**src/sor_pkg.sv**
```systemverilog
`timescale 1ns / 1ps
`default_nettype none
// ----------------------------------------------------------------------------
// sor_pkg: shared types and constants of the SOR solver
// Holds the word formats of both channels and the register indexes.
// ----------------------------------------------------------------------------
package sor_pkg;

  localparam int MAX_N = 16;
  localparam int IDX_W = $clog2(MAX_N);
  localparam int CFG_W = 63;
  localparam int CFG_IDX_W = 2;

  localparam logic [1:0] KIND_MAT = 2'd0;
  localparam logic [1:0] KIND_RHS = 2'd1;
  localparam logic [1:0] KIND_GUESS = 2'd2;
  localparam logic [1:0] KIND_START = 2'd3;

  localparam logic [CFG_IDX_W-1:0] REG_SIZE = 2'd0;
  localparam logic [CFG_IDX_W-1:0] REG_TOL = 2'd1;
  localparam logic [CFG_IDX_W-1:0] REG_OMEGA = 2'd2;
  localparam logic [CFG_IDX_W-1:0] REG_MAXSW = 2'd3;

  typedef struct packed {
    logic [1:0]         kind;
    logic [3:0]         row;
    logic [3:0]         col;
    logic signed [31:0] value;
  } in_word_t;

  typedef struct packed {
    logic [3:0]         index;
    logic signed [31:0] solution;
    logic               last;
    logic [63:0]        residual;
    logic [15:0]        sweeps_done;
    logic               zero_diagonal;
  } out_word_t;

  typedef struct packed {
    logic        start;
    logic [63:0] dividend;
    logic [31:0] divisor;
  } div_req_t;

  typedef struct packed {
    logic        busy;
    logic        done;
    logic [31:0] quotient;
  } div_rsp_t;

endpackage
`default_nettype wire

```
**src/sor_divider.sv**
```systemverilog
`timescale 1ns / 1ps
`default_nettype none
// ----------------------------------------------------------------------------
// sor_divider: signed restoring divider
// Divides a signed 64-bit dividend by a signed nonzero 32-bit divisor, one
// quotient bit per cycle; truncates toward zero and saturates to 32 bits.
// ----------------------------------------------------------------------------
module sor_divider (
  input  wire               clk_i,
  input  wire               rst_ni,
  input  sor_pkg::div_req_t req_i,
  output sor_pkg::div_rsp_t rsp_o
);
  import sor_pkg::*;

  logic [63:0] rem_q, rem_d, quo_q, quo_d;
  logic [32:0] div_q, div_d;
  logic [6:0]  cnt_q, cnt_d;
  logic        busy_q, busy_d, done_q, done_d, neg_q, neg_d;
  logic [64:0] trial;
  logic [64:0] shifted;
  logic [31:0] sat;

  always_comb begin
    rem_d = rem_q; quo_d = quo_q; div_d = div_q; cnt_d = cnt_q;
    busy_d = busy_q; done_d = 1'b0; neg_d = neg_q;
    shifted = {rem_q, quo_q[63]};
    trial = shifted - {32'd0, div_q};
    if (req_i.start) begin
      neg_d = req_i.dividend[63] ^ req_i.divisor[31];
      quo_d = req_i.dividend[63] ? (64'd0 - req_i.dividend) : req_i.dividend;
      div_d = req_i.divisor[31] ? (33'd0 - {1'b1, req_i.divisor})
                                : {1'b0, req_i.divisor};
      rem_d = '0;
      cnt_d = 7'd64;
      busy_d = 1'b1;
    end else if (busy_q) begin
      if (!trial[64]) begin
        rem_d = trial[63:0];
        quo_d = {quo_q[62:0], 1'b1};
      end else begin
        rem_d = shifted[63:0];
        quo_d = {quo_q[62:0], 1'b0};
      end
      cnt_d = cnt_q - 7'd1;
      if (cnt_q == 7'd1) begin
        busy_d = 1'b0;
        done_d = 1'b1;
      end
    end
  end

  always_comb begin
    if (neg_q) begin
      sat = (quo_q >= 64'h8000_0000) ? 32'h8000_0000 : (32'd0 - quo_q[31:0]);
    end else begin
      sat = (quo_q > 64'h7FFF_FFFF) ? 32'h7FFF_FFFF : quo_q[31:0];
    end
  end

  always_ff @(posedge clk_i or negedge rst_ni) begin
    if (!rst_ni) begin
      busy_q <= 1'b0; done_q <= 1'b0; cnt_q <= '0;
    end else begin
      busy_q <= busy_d; done_q <= done_d; cnt_q <= cnt_d;
    end
  end

  always_ff @(posedge clk_i) begin
    rem_q <= rem_d; quo_q <= quo_d; div_q <= div_d; neg_q <= neg_d;
  end

  assign rsp_o.busy = busy_q;
  assign rsp_o.done = done_q;
  assign rsp_o.quotient = sat;

endmodule
`default_nettype wire

```
**config.mk**
```make
export PLATFORM = sky130hd
export DESIGN_NAME = sor_divider
export DESIGN_NICKNAME = d
export VERILOG_FILES = /design/src/sor_pkg.sv /design/src/sor_divider.sv
export SDC_FILE = /design/constraint.sdc
export NUM_CORES = 1
export LEC_CHECK = 0
export ABC_AREA = 1
export BUFFER_PORTS_ARGS = -buffer_cell sky130_fd_sc_hd__buf_2
export CAP_MARGIN = 10
export CORE_ASPECT_RATIO = 1.4
export CORE_MARGIN = 1
export CORE_UTILIZATION = 45
export CTS_CLUSTER_DIAMETER = 200
export CTS_CLUSTER_SIZE = 28
export DETAILED_ROUTE_END_ITERATION = 8
export PLACE_DENSITY = 0.7
export SYNTH_ARGS = -nofsm -noshare
export SYNTH_HDL_FRONTEND = slang
export SYNTH_SLANG_ARGS = --single-unit
```
**constraint.sdc**
```tcl
create_clock -name clk_i -period 2.29 [get_ports clk_i]
set_clock_uncertainty 0.15 [all_clocks]
set_input_delay 0.229 -clock clk_i [delete_from_list [all_inputs] [get_ports clk_i]]
set_output_delay 0.229 -clock clk_i [all_outputs]
set_load 0.05 [all_outputs]
```
======== Word level (Yosys, flattened, before mapping) ========
Index checks and enable logic that the tools add are counted.
storage, ports and cells
  register bits ........................... 171
  bits in latches ......................... 0
  RAM bits ................................ 0
  bits in read-only memories .............. 0
  input port bits ......................... 99
  output and inout port bits .............. 34
  word-level logic and storage cells ...... 35
  memories ................................ 0
cells by class
  add/subtract/negate cells ............... 5
  multipliers ............................. 0
  div/mod/pow operators ................... 0
  order comparisons ....................... 2
  equality and inequality tests ........... 1
  shift-type cells ........................ 0
  muxes and demuxes ....................... 17
  bitwise operators ....................... 1
  reductions and logical operators ........ 1
operators by type and width
  operator                                                                               count
  64-bit 2-to-1 mux                                                                      4
  32-bit 2-to-1 mux                                                                      3
  65-bit by 33-bit subtractor with 65-bit output                                         1
  64-bit by 32-bit greater-or-equal comparator with 1-bit output, second input constant  1
  64-bit by 31-bit greater-than comparator with 1-bit output, second input constant      1
  1-bit by 64-bit subtractor with 64-bit output, first input constant                    1
  1-bit by 33-bit subtractor with 33-bit output, first input constant                    1
  1-bit by 32-bit subtractor with 32-bit output, first input constant                    1
  31-bit 2-to-1 mux                                                                      1
  7-bit 2-to-1 mux                                                                       2
  7-bit by 1-bit equality test with 1-bit output, second input constant                  1
  1-bit 2-to-1 mux                                                                       7
  7-bit by 1-bit subtractor with 7-bit output, second input constant                     1
  2-bit nonzero test                                                                     1
  1-bit bitwise XOR                                                                      1

======== Logic depth before layout (Yosys ltp) ========
  depth after elaboration ................. 4
  depth in mapped cells ................... 21

======== Worst setup path after synthesis ========
No wires, ideal clock.
  path type ............................... register -> output
  from .................................... register quo_q[1]
  to ...................................... output rsp_o[30] (netlist name)
  arrival time ............................ 2811 ps
  slack ................................... -900 ps
  stages on the path, launching flop included .. 12
  cell sequence ........................... edfxtp_1 -> inv_1 -> ha_1 -> nand2_1 -> nor2_1 -> nand3_1 -> nor3_1 -> nand2_1 -> nor2_1 -> nand3_1 -> xnor2_1 -> o21ai_0
RTL lines
  what                      line               source
  start: declaration        sor_divider.sv:16  logic [63:0] rem_q, rem_d, quo_q, quo_d;
  start signal: assignment  sor_divider.sv:70  rem_q <= rem_d; quo_q <= quo_d; div_q <= div_d; neg_q <= neg_d;
  end: declaration          sor_divider.sv:12  output sor_pkg::div_rsp_t rsp_o

==> impl_metrics.json <==
{
  "status": "finished, violations left",
  "violations": "negative setup slack",
  "synth_cell_types": 52,
  "htree_levels": 4,
  "fillers": 2696,
  "dp_hpwl_mm": 40.99,
  "wire_per_inst_um": 17.54,
  "dieWidth_um": 155.7,
  "critPathArrivalTime_ps": 2600,
  "synth_top_family_by_area": "simple AND/OR/NAND/NOR gates",
  "syn_area_mm2": 0.01487,
  "grt_max_degree": 87,
  "start_kind": "flip-flop",
  "clkTransAtPathRegs_ps": 80,
  "ant_nets": 0,
  "max_freq_mhz": 335.2,
  "hold_viol_final": 0,
  "dp_cells": 3258,
  "clock-root-buffer": "clkbuf_16",
  "synthArstFlopShare_pct": 5.263,
  "grt.total_usage_pct": 34.61,
  "clock_path_buffers": 2,
  "core_area_mm2": 0.03250,
  "io_buffers": 132,
  "relSlewSlack_pct": 44.79,
  "first_global_vias": 17936,
  "final_layout_size_suffix_gt1_share_pct": 30.71,
  "worstPathMaxFanout": 13,
  "globalplace.congestion": 1.006,
  "yosys_warnings": 0,
  "vias_per_cell": 5.272,
  "first_iter_violations": 1301,
  "routed_wl_mm": 59.23,
  "globalRouteOverflowTotal": 0,
  "drc": 0,
  "setup_ws_ps": -693.6,
  "ys_seq_area_share_pct": 29.91,
  "timing.rr.start": "quo_q[63]$_DFFE_PP_",
  "synth.avg_cell_area_um2": 6.237,
  "slew_viol_final": 0,
  "synth_simple_gate_area_share_pct": 39.99,
  "fin_util_pct": 68.82,
  "rsz0062_at_grt": "true",
  "diodes": 0,
  "area_delta_synth_final_pct": 50.37,
  "peakVddDrop_uv": 955.1,
  "ys_ff_latch": 171,
  "grt_pass1_wl_mm": 90.58,
  "muxShareOfSynthArea_pct": 0,
  "period_share_pct": 130.3,
  "via_count": 17803,
  "setup_viol": 97,
  "cts_tree": "yes",
  "required_ps": 1910,
  "syn_nets": 2523,
  "power_leakage_nw": 11.42,
  "endpoint_kind": "output pin",
  "die_h_um": 217.1,
  "antenna_found_initial": 0,
  "cts_sinks": 171,
  "cts_buffers": 17,
  "synth_compound_area_share_pct": 7.798,
  "fin_cells": 3377,
  "hold_start": "req_i[73]",
  "synth_ff_type": "edfxtp_1",
  "synth_xor_area_share_pct": 7.596,
  "worst_pin_slew_ps": 828.2,
  "synth-edff-count": 98,
  "max-cap-violations": 0,
  "hp-class": "primary input to flip-flop",
  "layout.nets": 3062,
  "fin_tns_setup_ps": -47360,
  "finalWorstPathRequiredPeriod_ps": 2984,
  "clk_latency_ps": 470,
  "criticalPathCategory": "flip-flop to output pin",
  "start_util_pct": 45.77,
  "ioPinCount": 133,
  "rows": 78,
  "powerDensity_mw_per_mm2": 990.3,
  "synthAdderAreaFrac_pct": 3.331,
  "cp-startpoint": "quo_q[61]$_DFFE_PP_",
  "design.die.area_mm2": 0.03380,
  "first_pass_iters": 5,
  "syn_inst": 2385
}
[timing repair]
item,4_1_cts,5_1_grt
gates cloned,17,1
hold endpoints to repair,36,0
gates resized for setup,319,137
hold buffers,30,0
pin swaps,87,82
setup buffers,39,17
endpoints found under the setup margin,97,102
[layer usage]
| metal | vias to the layer above | wire length, um | track usage, % | share of wire (%) |
|---|---|---|---|---|
| li1 | 8651 | - | - | - |
| met1 | 8257 | 21490 | 35.94 | 36 |
| met2 | 655 | 30670 | 63.54 | 52 |
| met3 | 240 | 2426 | 4.301 | 4.1 |
| met4 | 0 | 4638 | 25.23 | 7.8 |
| met5 | - | 0 | 0 | 0 |
[cell usage after synthesis, types with 38 or more instances]
cell type / n / area share (%)
o21ai_0: 124 / 4.2
ha_1: 38 / 3.2
xor2_1: 82 / 4.8
nor2_1: 280 / 7.1
edfxtp_1: 98 / 20
nand2_1: 782 / 20
a21oi_1: 51 / 1.7
nand3_1: 198 / 6.7
clkbuf_1: 39 / 0.98
inv_1: 350 / 8.8
xnor2_1: 47 / 2.8
dfxtp_1: 64 / 8.6
[power by group]
group	internal [mW]	switching, mW	total [mW]	leakage, nW
Clock	1.46	1.49	2.95	0.279
Sequential	3.68	0.220	3.90	1.65
Combinational	6.85	8.45	15.3	9.48
[registers in the layout, summed over array words and instances, names as in the netlist]
name,cells
busy_q,1
div_q,33
cnt_q,7
neg_q,1
done_q,1
quo_q,64
rem_q,64
[cells by family after synthesis]
| kind of cell | count (synthesis) |
|---|---|
| XOR/XNOR | 129 |
| other | 1 |
| AND/OR/NAND/NOR | 1404 |
| flip-flops | 171 |
| adder cells (fa/ha/maj) | 39 |
| AO/OA/AOI/OAI | 218 |
| buffers and inverters | 423 |
[critical path: stages (launching register included)]
cell and delay, ps:
edfxtp_1 420, nor4_2 330, nand2_1 90, nor2_1 110
buf_4 130, nand3b_1 90, buf_6 150, buf_6 160
o21ai_0 250, buf_4 180, o21ai_4 60, buf_6 160
[path summary, 6_finish.rpt]
path,slack [ps],endpoint,cells after the start
worst max-delay path,-690,rsp_o[11],11
worst min-delay path,20,quo_q[41]$_DFFE_PP_,3
worst max register to register,-530,rem_q[42]$_SDFFE_PP0P_,22
worst min register to register,330,rem_q[62]$_SDFFE_PP0P_,2
max in group asynchronous,1050,cnt_q[4]$_DFFE_PN0P_,3
min in group asynchronous,640,done_q$_DFF_PN0_,3
[placed cells by master, fill, tap and decap left out, types with 16 or more instances in the layout]
cell type	synthesis	final
xor2_1	82	80
a21oi_1	51	46
nand4_1	32	32
dfxtp_1	64	64
nand2_4	5	65
inv_1	350	344
a31oi_1	16	16
ha_1	38	36
clkbuf_16	0	18
o21ai_1	10	25
nor3_1	37	32
nand2_1	782	679
buf_2	2	99
edfxtp_1	98	98
o21ai_0	124	84
buf_4	2	363
nand3_2	0	75
buf_12	0	30
nand3_4	2	20
xnor2_1	47	45
nand2_2	6	45
buf_6	12	46
nor2_1	280	264
dlygate4sd3_1	0	29
nand3_1	198	105
o21ai_4	0	20
[cell type report]
class                   count  area (um2)  share of cell area, %
repair buffers            580        4897                  21.90
flip-flops and latches    171        4449                  19.89
clock buffers              17       425.4                  1.902
inverters                 361        1376                  6.153
multi-input cells        1793       10520                  47.02
well taps                 440       550.5                  2.461
clock inverters            15       151.4                 0.6769
[stage by stage]
stage | cell area [um2] | total power, mW | setup slack (ps) | hold slack, ps
after detailed placement | 19060 | 12.08 | -446.9 | -57.32
after floorplan | 15280 | 9.591 | -144.8 | -216.6
after global routing | 22370 | 23.14 | -780.2 | 37.21
final | 22370 | 22.15 | -693.6 | 17.56
after CTS | 21930 | 21.57 | -597.0 | 0.6696
after global placement | 19060 | 11.85 | -337.5 | -62.67
Note: power is estimated with default switching activity, not from simulation.
